===== config.mk =====
export PLATFORM = sky130hd
export DESIGN_NAME = decimal_seven_segment_frame_builder
export DESIGN_NICKNAME = d
export VERILOG_FILES = /design/src/rtl/dssfb_pkg.sv /design/src/rtl/decimal_seven_segment_frame_builder.sv
export SDC_FILE = /design/constraint.sdc
export NUM_CORES = 1
export LEC_CHECK = 0
export ABC_AREA = 1
export BUFFER_PORTS_ARGS = -buffer_cell sky130_fd_sc_hd__buf_4
export CAP_MARGIN = 0
export CORE_ASPECT_RATIO = 1.4
export CORE_UTILIZATION = 55
export DETAILED_ROUTE_END_ITERATION = 8
export PLACE_DENSITY = 0.72
export SYNTH_ARGS = -nofsm -noshare
export SYNTH_HDL_FRONTEND = slang
export SYNTH_SLANG_ARGS = --single-unit

===== constraint.sdc =====
create_clock -name clk -period 5.35 [get_ports clk]
set_clock_uncertainty 0.1 [all_clocks]
set_input_delay 0.535 -clock clk [delete_from_list [all_inputs] [get_ports clk]]
set_output_delay 0.535 -clock clk [all_outputs]
set_load 0.03 [all_outputs]

===== src/rtl/dssfb_pkg.sv =====
`timescale 1ns / 1ps
// Package for the decimal seven-segment frame builder.
// Holds the request and result structs, bus command codes and the glyph table.
package dssfb_pkg;

	localparam logic [7:0] CMD_MODE  = 8'h40;
	localparam logic [7:0] CMD_ADDR  = 8'hC0;
	localparam logic [7:0] SEG_MINUS = 8'h40;
	localparam logic [7:0] SEG_BLANK = 8'h00;
	localparam logic [7:0] SEG_DOT   = 8'h80;
	localparam logic [2:0] MAX_DIGITS = 3'd4;

	typedef struct packed {
		logic [1:0]         display_select;
		logic signed [15:0] number;
		logic [3:0]         dot_mask;
		logic               leading_zeros;
		logic [2:0]         digit_count;
		logic [1:0]         start_position;
		logic [7:0]         indicator_leds;
	} req_t;

	typedef struct packed {
		logic [1:0] display_select_res;
		logic [7:0] bus_byte;
		logic       start_before;
		logic       stop_after;
		logic       last;
	} rsp_t;

	// Fields that ride along the pipeline unchanged.
	typedef struct packed {
		logic [1:0] sel;
		logic [3:0] dots;
		logic       lz;
		logic [2:0] cnt;
		logic [1:0] pos;
		logic [7:0] leds;
	} side_t;

	function automatic logic [7:0] glyph(input logic [3:0] d);
		logic [7:0] g;
		case (d)
			4'h0: g = 8'h3F;
			4'h1: g = 8'h06;
			4'h2: g = 8'h5B;
			4'h3: g = 8'h4F;
			4'h4: g = 8'h66;
			4'h5: g = 8'h6D;
			4'h6: g = 8'h7D;
			4'h7: g = 8'h07;
			4'h8: g = 8'h7F;
			4'h9: g = 8'h6F;
			4'hA: g = 8'h77;
			4'hB: g = 8'h7C;
			4'hC: g = 8'h39;
			4'hD: g = 8'h5E;
			4'hE: g = 8'h79;
			4'hF: g = 8'h71;
			default: g = 8'h3F;
		endcase
		return g;
	endfunction

endpackage


===== src/rtl/decimal_seven_segment_frame_builder.sv =====
`timescale 1ns / 1ps
// Decimal frame builder: pipelined digit split followed by a byte serializer.
// Depends on dssfb_pkg for the payload structs, command codes and glyph table.
// A request's first byte is valid after stages s1 to s8 and the serializer. One
// bus byte per cycle while out_ready is high; a request is 3 to 7 bytes (3 +
// digit_count, capped at 4). The eight-stage digit pipeline accepts one per
// cycle unless s8 stalls. Reset clears all valid bits; no clearing pass is needed.
module decimal_seven_segment_frame_builder (
	input  logic             clk,
	input  logic             arst_n,
	input  logic             in_valid,
	output logic             in_ready,
	input  dssfb_pkg::req_t  in_data,
	output logic             out_valid,
	input  logic             out_ready,
	output dssfb_pkg::rsp_t  out_data
);

	logic adv;
	logic take;
	logic last_w;

	dssfb_pkg::side_t side_in;
	logic [15:0] mag_in;
	logic [2:0]  cnt_in;

	logic v_s1, v_s2, v_s3, v_s4, v_s5, v_s6, v_s7, v_s8;
	dssfb_pkg::side_t sd_s1, sd_s2, sd_s3, sd_s4, sd_s5, sd_s6, sd_s7, sd_s8;
	logic neg_s1, neg_s2, neg_s3, neg_s4, neg_s5, neg_s6, neg_s7, neg_s8;
	logic [15:0] mag_s1, mag_s2, mag_s3;
	logic [5:0]  q_s3, q_s4, q_s5, q_s6, q_s7, q_s8;
	logic [9:0]  r_s3, r_s4;
	logic [3:0]  b_s4, b_s5, b_s6, b_s7;
	logic [6:0]  r2_s5, r2_s6;
	logic [8:0]  nd_s5, nd_s6, nd_s7;
	logic [3:0]  c_s6, c_s7;
	logic [3:0]  e_s7;

	logic [31:0] prod1000;
	logic [15:0] rem1000;
	logic [15:0] prod100;
	logic [9:0]  rem100;
	logic [13:0] prod10;
	logic [6:0]  rem10;
	logic [7:0]  seg_w [4];

	logic              sv_q;
	dssfb_pkg::side_t  sd_q;
	logic [7:0]        seg_q [4];
	logic [2:0]        idx_q;
	logic [2:0]        j_w;

	always_comb begin
		cnt_in = (in_data.digit_count > dssfb_pkg::MAX_DIGITS) ? dssfb_pkg::MAX_DIGITS
			: in_data.digit_count;
		side_in.sel  = in_data.display_select;
		side_in.dots = in_data.dot_mask;
		side_in.lz   = in_data.leading_zeros;
		side_in.cnt  = cnt_in;
		side_in.pos  = in_data.start_position;
		side_in.leds = in_data.indicator_leds;
		mag_in = in_data.number[15] ? (16'd0 - $unsigned(in_data.number))
			: $unsigned(in_data.number);
	end

	assign prod1000 = {16'd0, mag_s2} * 32'd33555;
	assign rem1000  = mag_s3 - 16'(q_s3 * 16'd1000);
	assign prod100  = {6'd0, r_s3} * 16'd41;
	assign rem100   = r_s4 - 10'(b_s4 * 10'd100);
	assign prod10   = {7'd0, r2_s5} * 14'd103;
	assign rem10    = r2_s6 - 7'(c_s6 * 7'd10);

	always_comb begin
		logic [8:0] dv [4];
		logic       lead;
		logic       nz;
		logic [7:0] s;
		dv[0] = neg_s8 ? 9'd0 : {3'd0, q_s8};
		dv[1] = neg_s8 ? nd_s7 : {5'd0, b_s7};
		dv[2] = {5'd0, c_s7};
		dv[3] = {5'd0, e_s7};
		lead = 1'b1;
		for (int k = 0; k < 4; k++) begin
			nz = (dv[k] != 9'd0);
			if (nz) begin
				s = dssfb_pkg::glyph(dv[k][3:0]);
				lead = 1'b0;
			end else if (sd_s8.lz || !lead || k == 3) begin
				s = dssfb_pkg::glyph(4'd0);
			end else begin
				s = dssfb_pkg::SEG_BLANK;
			end
			if (sd_s8.dots[2'(3 - k)]) begin
				s = s | dssfb_pkg::SEG_DOT;
			end
			seg_w[k] = s;
		end
		if (neg_s8) begin
			seg_w[0] = dssfb_pkg::SEG_MINUS;
		end
	end

	assign last_w   = (idx_q == sd_q.cnt + 3'd2);
	assign take     = !sv_q || (out_ready && last_w);
	assign adv      = !v_s8 || take;
	assign in_ready = adv;

	always_ff @(posedge clk or negedge arst_n) begin
		if (!arst_n) begin
			v_s1 <= 1'b0;
			v_s2 <= 1'b0;
			v_s3 <= 1'b0;
			v_s4 <= 1'b0;
			v_s5 <= 1'b0;
			v_s6 <= 1'b0;
			v_s7 <= 1'b0;
			v_s8 <= 1'b0;
		end else if (adv) begin
			v_s1 <= in_valid;
			v_s2 <= v_s1;
			v_s3 <= v_s2;
			v_s4 <= v_s3;
			v_s5 <= v_s4;
			v_s6 <= v_s5;
			v_s7 <= v_s6;
			v_s8 <= v_s7;
		end
	end

	always_ff @(posedge clk) begin
		if (adv) begin
			sd_s1  <= side_in;
			neg_s1 <= in_data.number[15];
			mag_s1 <= mag_in;

			sd_s2  <= sd_s1;
			neg_s2 <= neg_s1;
			mag_s2 <= mag_s1;

			sd_s3  <= sd_s2;
			neg_s3 <= neg_s2;
			mag_s3 <= mag_s2;
			q_s3   <= prod1000[30:25];

			sd_s4  <= sd_s3;
			neg_s4 <= neg_s3;
			q_s4   <= q_s3;
			r_s3   <= rem1000[9:0];

			sd_s5  <= sd_s4;
			neg_s5 <= neg_s4;
			q_s5   <= q_s4;
			r_s4   <= r_s3;
			b_s4   <= prod100[15:12];

			sd_s6  <= sd_s5;
			neg_s6 <= neg_s5;
			q_s6   <= q_s5;
			b_s5   <= b_s4;
			r2_s5  <= rem100[6:0];
			nd_s5  <= 9'(q_s5 * 9'd10) + {5'd0, b_s4};

			sd_s7  <= sd_s6;
			neg_s7 <= neg_s6;
			q_s7   <= q_s6;
			b_s6   <= b_s5;
			nd_s6  <= nd_s5;
			r2_s6  <= r2_s5;
			c_s6   <= prod10[13:10];

			sd_s8  <= sd_s7;
			neg_s8 <= neg_s7;
			q_s8   <= q_s7;
			b_s7   <= b_s6;
			nd_s7  <= nd_s6;
			c_s7   <= c_s6;
			e_s7   <= rem10[3:0];
		end
	end

	always_ff @(posedge clk or negedge arst_n) begin
		if (!arst_n) begin
			sv_q  <= 1'b0;
			idx_q <= 3'd0;
		end else if (take) begin
			sv_q  <= v_s8;
			idx_q <= 3'd0;
		end else if (out_ready) begin
			idx_q <= idx_q + 3'd1;
		end
	end

	always_ff @(posedge clk) begin
		if (take) begin
			sd_q  <= sd_s8;
			seg_q <= seg_w;
		end
	end

	assign j_w = idx_q - 3'd2 + (dssfb_pkg::MAX_DIGITS - sd_q.cnt);

	always_comb begin
		out_data.display_select_res = sd_q.sel;
		out_data.start_before = 1'b0;
		out_data.stop_after   = 1'b0;
		out_data.last         = 1'b0;
		if (idx_q == 3'd0) begin
			out_data.bus_byte     = dssfb_pkg::CMD_MODE;
			out_data.start_before = 1'b1;
			out_data.stop_after   = 1'b1;
		end else if (idx_q == 3'd1) begin
			out_data.bus_byte     = dssfb_pkg::CMD_ADDR + {6'd0, sd_q.pos};
			out_data.start_before = 1'b1;
		end else if (last_w) begin
			out_data.bus_byte   = sd_q.leds;
			out_data.stop_after = 1'b1;
			out_data.last       = 1'b1;
		end else begin
			out_data.bus_byte = seg_q[j_w[1:0]];
		end
	end

	assign out_valid = sv_q;

endmodule


==> metrics.log <==
INFO  metric post-cts-setup-buffer-count = 0
INFO  metric final_nets = 2,126
INFO  metric synth_nets = approximately 2,000
INFO  metric critPathCapture = q_s3[5]$_DFFE_PN_
INFO  metric synth.yosys.warnings = 0
INFO  metric num_vias = about 12,000
INFO  metric tightestPinTransition = between 1 and 1.5 ns
INFO  metric critPathKind = reg2reg
INFO  metric finalCritPeriodShare = ~93%
INFO  metric detail_route.wl_per_cell = around 16 µm
INFO  metric postSynthCellCount = around 1,700
INFO  metric detail_route.drc_violations = 0
INFO  metric final_common_cell = sky130_fd_sc_hd__edfxtp_1
INFO  metric floorplan.initialDensity = a little under three fifths
INFO  metric post_place_worst_slack = between 0.3 and 0.4 ns
INFO  metric path_clk_slew = ~0.070 ns
INFO  metric longest_clk_path_bufs = 3
INFO  metric firstDrtPassIters = 7
INFO  metric synth.cell_area = 20,400 µm²
INFO  metric grt_overflow = 0
INFO  metric clk-insertion-delay-late = 0.54 ns
INFO  metric tritoncts = done
INFO  metric grt_antenna_before_repair = 0
INFO  metric setup_total_negative_slack = 0 ns
INFO  metric setup.reg_to_reg.worst_slack = between 0.3 and 0.4 ns
INFO  metric die_area = between 30,000 and 40,000 µm²
INFO  metric place.detailed.instances = between 2,000 and 2,500
INFO  metric fin_area = 22,600 µm²
INFO  metric clock_tree_sinks = between 300 and 400
INFO  metric die_h = roughly 230 µm
INFO  metric clock-root-buffer = sky130_fd_sc_hd__clkbuf_16
INFO  metric grt_pass1_vias = approximately 12,000
INFO  metric cap_viol_max_count = 0
INFO  metric min_path_type = in2reg
INFO  metric yosys.area.top_type = sky130_fd_sc_hd__edfxtp_1
INFO  metric area_delta_synth_final = 10.7%
INFO  metric place_congestion = between 0.9 and 1
INFO  metric layout_cell_share_with_drive_strength_beyond_1 = 9.27%
INFO  metric synth_seq_cells = 381
INFO  metric timing.critical_path.required = between 5 and 6 ns
INFO  metric grt_pass1_wl = just under 60,000 µm
INFO  metric groute.usage.overall = between 20% and 30%
INFO  metric cts_htree_levels = 2
INFO  metric placementRows = 83
INFO  metric antenna-diode-count = 0
INFO  metric placement.cell_area = between 20,000 and 25,000 µm²
INFO  metric hpwl_reported_at_the_end_of_detailed_placement = roughly 27,000 µm
INFO  metric crit_arrival = 5.17 ns
INFO  metric post_synth_num_cell_types = 50
INFO  metric worstReg2RegEnd = q_s3[5]$_DFFE_PN_
INFO  metric cp_max_fo = 5
INFO  metric final_period_minus_worst_setup_slack = between 4 and 5 ns
INFO  metric crit_reg_reg_startpoint = mag_s2[7]$_DFFE_PN_
INFO  metric slew-limit-headroom = between 20 and 30%
INFO  metric worstSetupStartpointType = flop
INFO  metric routed_wl = between 30,000 and 40,000 µm
INFO  metric place.port_buffers = 52
INFO  metric count_of_flip_flops_with_a_built_in_enable_after_synthesis = between 300 and 400
INFO  metric ys_async_sr_fraction = under 10%
INFO  metric post_layout_nonfiller_instances = about 2,300
INFO  metric status = completed
INFO  metric worst_setup_path_end_kind = flop
INFO  metric setup.worst_path.start = mag_s2[7]$_DFFE_PN_
INFO  metric ff2ff_path_depth = 18
INFO  metric io_pins = between 50 and 60
INFO  metric yosys-top-cells-area = sky130_fd_sc_hd__edfxtp_1, sky130_fd_sc_hd__ha_1, sky130_fd_sc_hd__fa_1, sky130_fd_sc_hd__inv_1, sky130_fd_sc_hd__nand2_1
INFO  metric grt_max_degree = about 110
INFO  metric synth_flop_cell = sky130_fd_sc_hd__edfxtp_1
INFO  metric synth.yosys.seq_area_share = between 50 and 60%
INFO  metric coreArea = approximately 37,000 µm²
INFO  metric synth.top_cell.area_share = 52.3%
INFO  metric setup_violations = 0
INFO  metric numCtsBuffers = 37
INFO  metric most-common-layout-cells = sky130_fd_sc_hd__edfxtp_1, sky130_fd_sc_hd__inv_1, sky130_fd_sc_hd__ha_1
INFO  metric setup_slack = between 0.3 and 0.4 ns
INFO  metric drtAntennaViolNets = 0
INFO  metric post_drt_via_cell_ratio = around 5.3
INFO  metric achievable-frequency = ~200 MHz
INFO  metric die_width = 165 µm
INFO  metric unrepaired_setup_endpoints_after_global_routing = no
INFO  metric final-max-slew-violation-count = 0
INFO  metric initialDrtViolationCount = 626
INFO  metric synthesis.area_per_instance = between 10 and 15 µm²
INFO  metric timing.final.hold_violations = 0
==> metrics by stage <==
step | util [%] | hold slack (ns)
after global routing | 61.8 | 0.0563
final | 61.8 | 0.0699
after floorplan | - | 0.139
after detailed placement | 58.5 | 0.305
after CTS | 61.8 | 0.0470
after global placement | 58.5 | 0.300
==> layer usage <==
metal	part of all wire, %	GRT usage (%)
met5	0	0
met4	5.0	10.3
met3	2.7	2.51
met2	57	40.3
met1	35	19.4
==> what timing repair did <==
item,CTS,global route
endpoints found under the hold margin,12,0
setup endpoints to repair,0,0
hold buffers,1,0
resized for setup,0,0
==> flip-flops by register name (all words and copies together) (netlist names), 18 cells and up, named ones only <==
signal / cells
sd_s8: 18
sd_s1: 18
sd_s5: 18
sd_s6: 18
sd_s2: 18
sd_s4: 18
sd_s3: 18
sd_s7: 18
seg_q: 30
==> critical path, stage by stage, from the launching register on <==
cell                       delay [ns]
sky130_fd_sc_hd__edfxtp_1        0.51
sky130_fd_sc_hd__ha_1            0.34
sky130_fd_sc_hd__ha_1            0.22
sky130_fd_sc_hd__fa_1            0.53
sky130_fd_sc_hd__inv_1           0.05
sky130_fd_sc_hd__fa_1            0.48
sky130_fd_sc_hd__inv_1           0.05
sky130_fd_sc_hd__fa_1            0.53
sky130_fd_sc_hd__inv_1           0.06
sky130_fd_sc_hd__fa_1            0.52
sky130_fd_sc_hd__inv_1           0.05
sky130_fd_sc_hd__ha_1            0.33
sky130_fd_sc_hd__nand2_1         0.10
sky130_fd_sc_hd__o21ai_0         0.37
sky130_fd_sc_hd__nand2_1         0.09
sky130_fd_sc_hd__a21oi_1         0.14
sky130_fd_sc_hd__nor2_1          0.06
sky130_fd_sc_hd__nand2_1         0.11
sky130_fd_sc_hd__xor2_1          0.08
==> synth_stat cells, types with 12 or more instances <==
| library cell | number |
|---|---|
| sky130_fd_sc_hd__edfxtp_1 | 355 |
| sky130_fd_sc_hd__inv_1 | 275 |
| sky130_fd_sc_hd__ha_1 | 264 |
| sky130_fd_sc_hd__nand2_1 | 211 |
| sky130_fd_sc_hd__nor2_1 | 94 |
| sky130_fd_sc_hd__o21ai_0 | 67 |
| sky130_fd_sc_hd__a21oi_1 | 64 |
| sky130_fd_sc_hd__fa_1 | 60 |
| sky130_fd_sc_hd__nand3_1 | 59 |
| sky130_fd_sc_hd__xor2_1 | 36 |
| sky130_fd_sc_hd__nand4_1 | 22 |
| sky130_fd_sc_hd__xnor2_1 | 20 |
| sky130_fd_sc_hd__dfxtp_1 | 14 |
| sky130_fd_sc_hd__nand2_2 | 13 |
| sky130_fd_sc_hd__dfrtp_1 | 12 |
==> worst min path at each step <==
stage	startpoint	endpoint	slack, ns	cells after the start
after floorplan	arst_n	idx_q[0]$_DFFE_PN0P_	0.14	0
after global placement	arst_n	out_valid$_DFFE_PN0P_	0.30	1
after detailed placement	mag_s1[14]$_DFFE_PN_	mag_s2[14]$_DFFE_PN_	0.30	0
after CTS	in_data[8]	sd_s1[8]$_DFFE_PN_	0.05	1
after global routing	in_data[34]	sd_s1[18]$_DFFE_PN_	0.06	1
final	in_data[8]	sd_s1[8]$_DFFE_PN_	0.07	1
==> cell type report <==
| class | instances | area [µm²] |
|---|---|---|
| tap | 467 | 584 |
| clock inverter | 25 | 233 |
| fill | 2819 | 14000 |
| clock buffer | 42 | 955 |
| sequential | 381 | 11200 |
| timing repair buffer | 67 | 518 |
| multi-input combinational | 991 | 7980 |
| inverter | 284 | 1070 |
==> logic make-up after synthesis <==
group / count (synthesis) / synth area share (%)
multiplexers: 5 / 0.252
XOR/XNOR: 56 / 2.41
AND/OR/NAND/NOR: 431 / 9.53
adder cells (fa/ha/maj): 324 / 22.1
AO/OA/AOI/OAI: 175 / 4.86
flip-flops: 381 / 55.1
buffers and inverters: 301 / 5.74
Power is not shown: default switching activity piles up to over one toggle a cycle in this logic, so the estimate is an artifact.
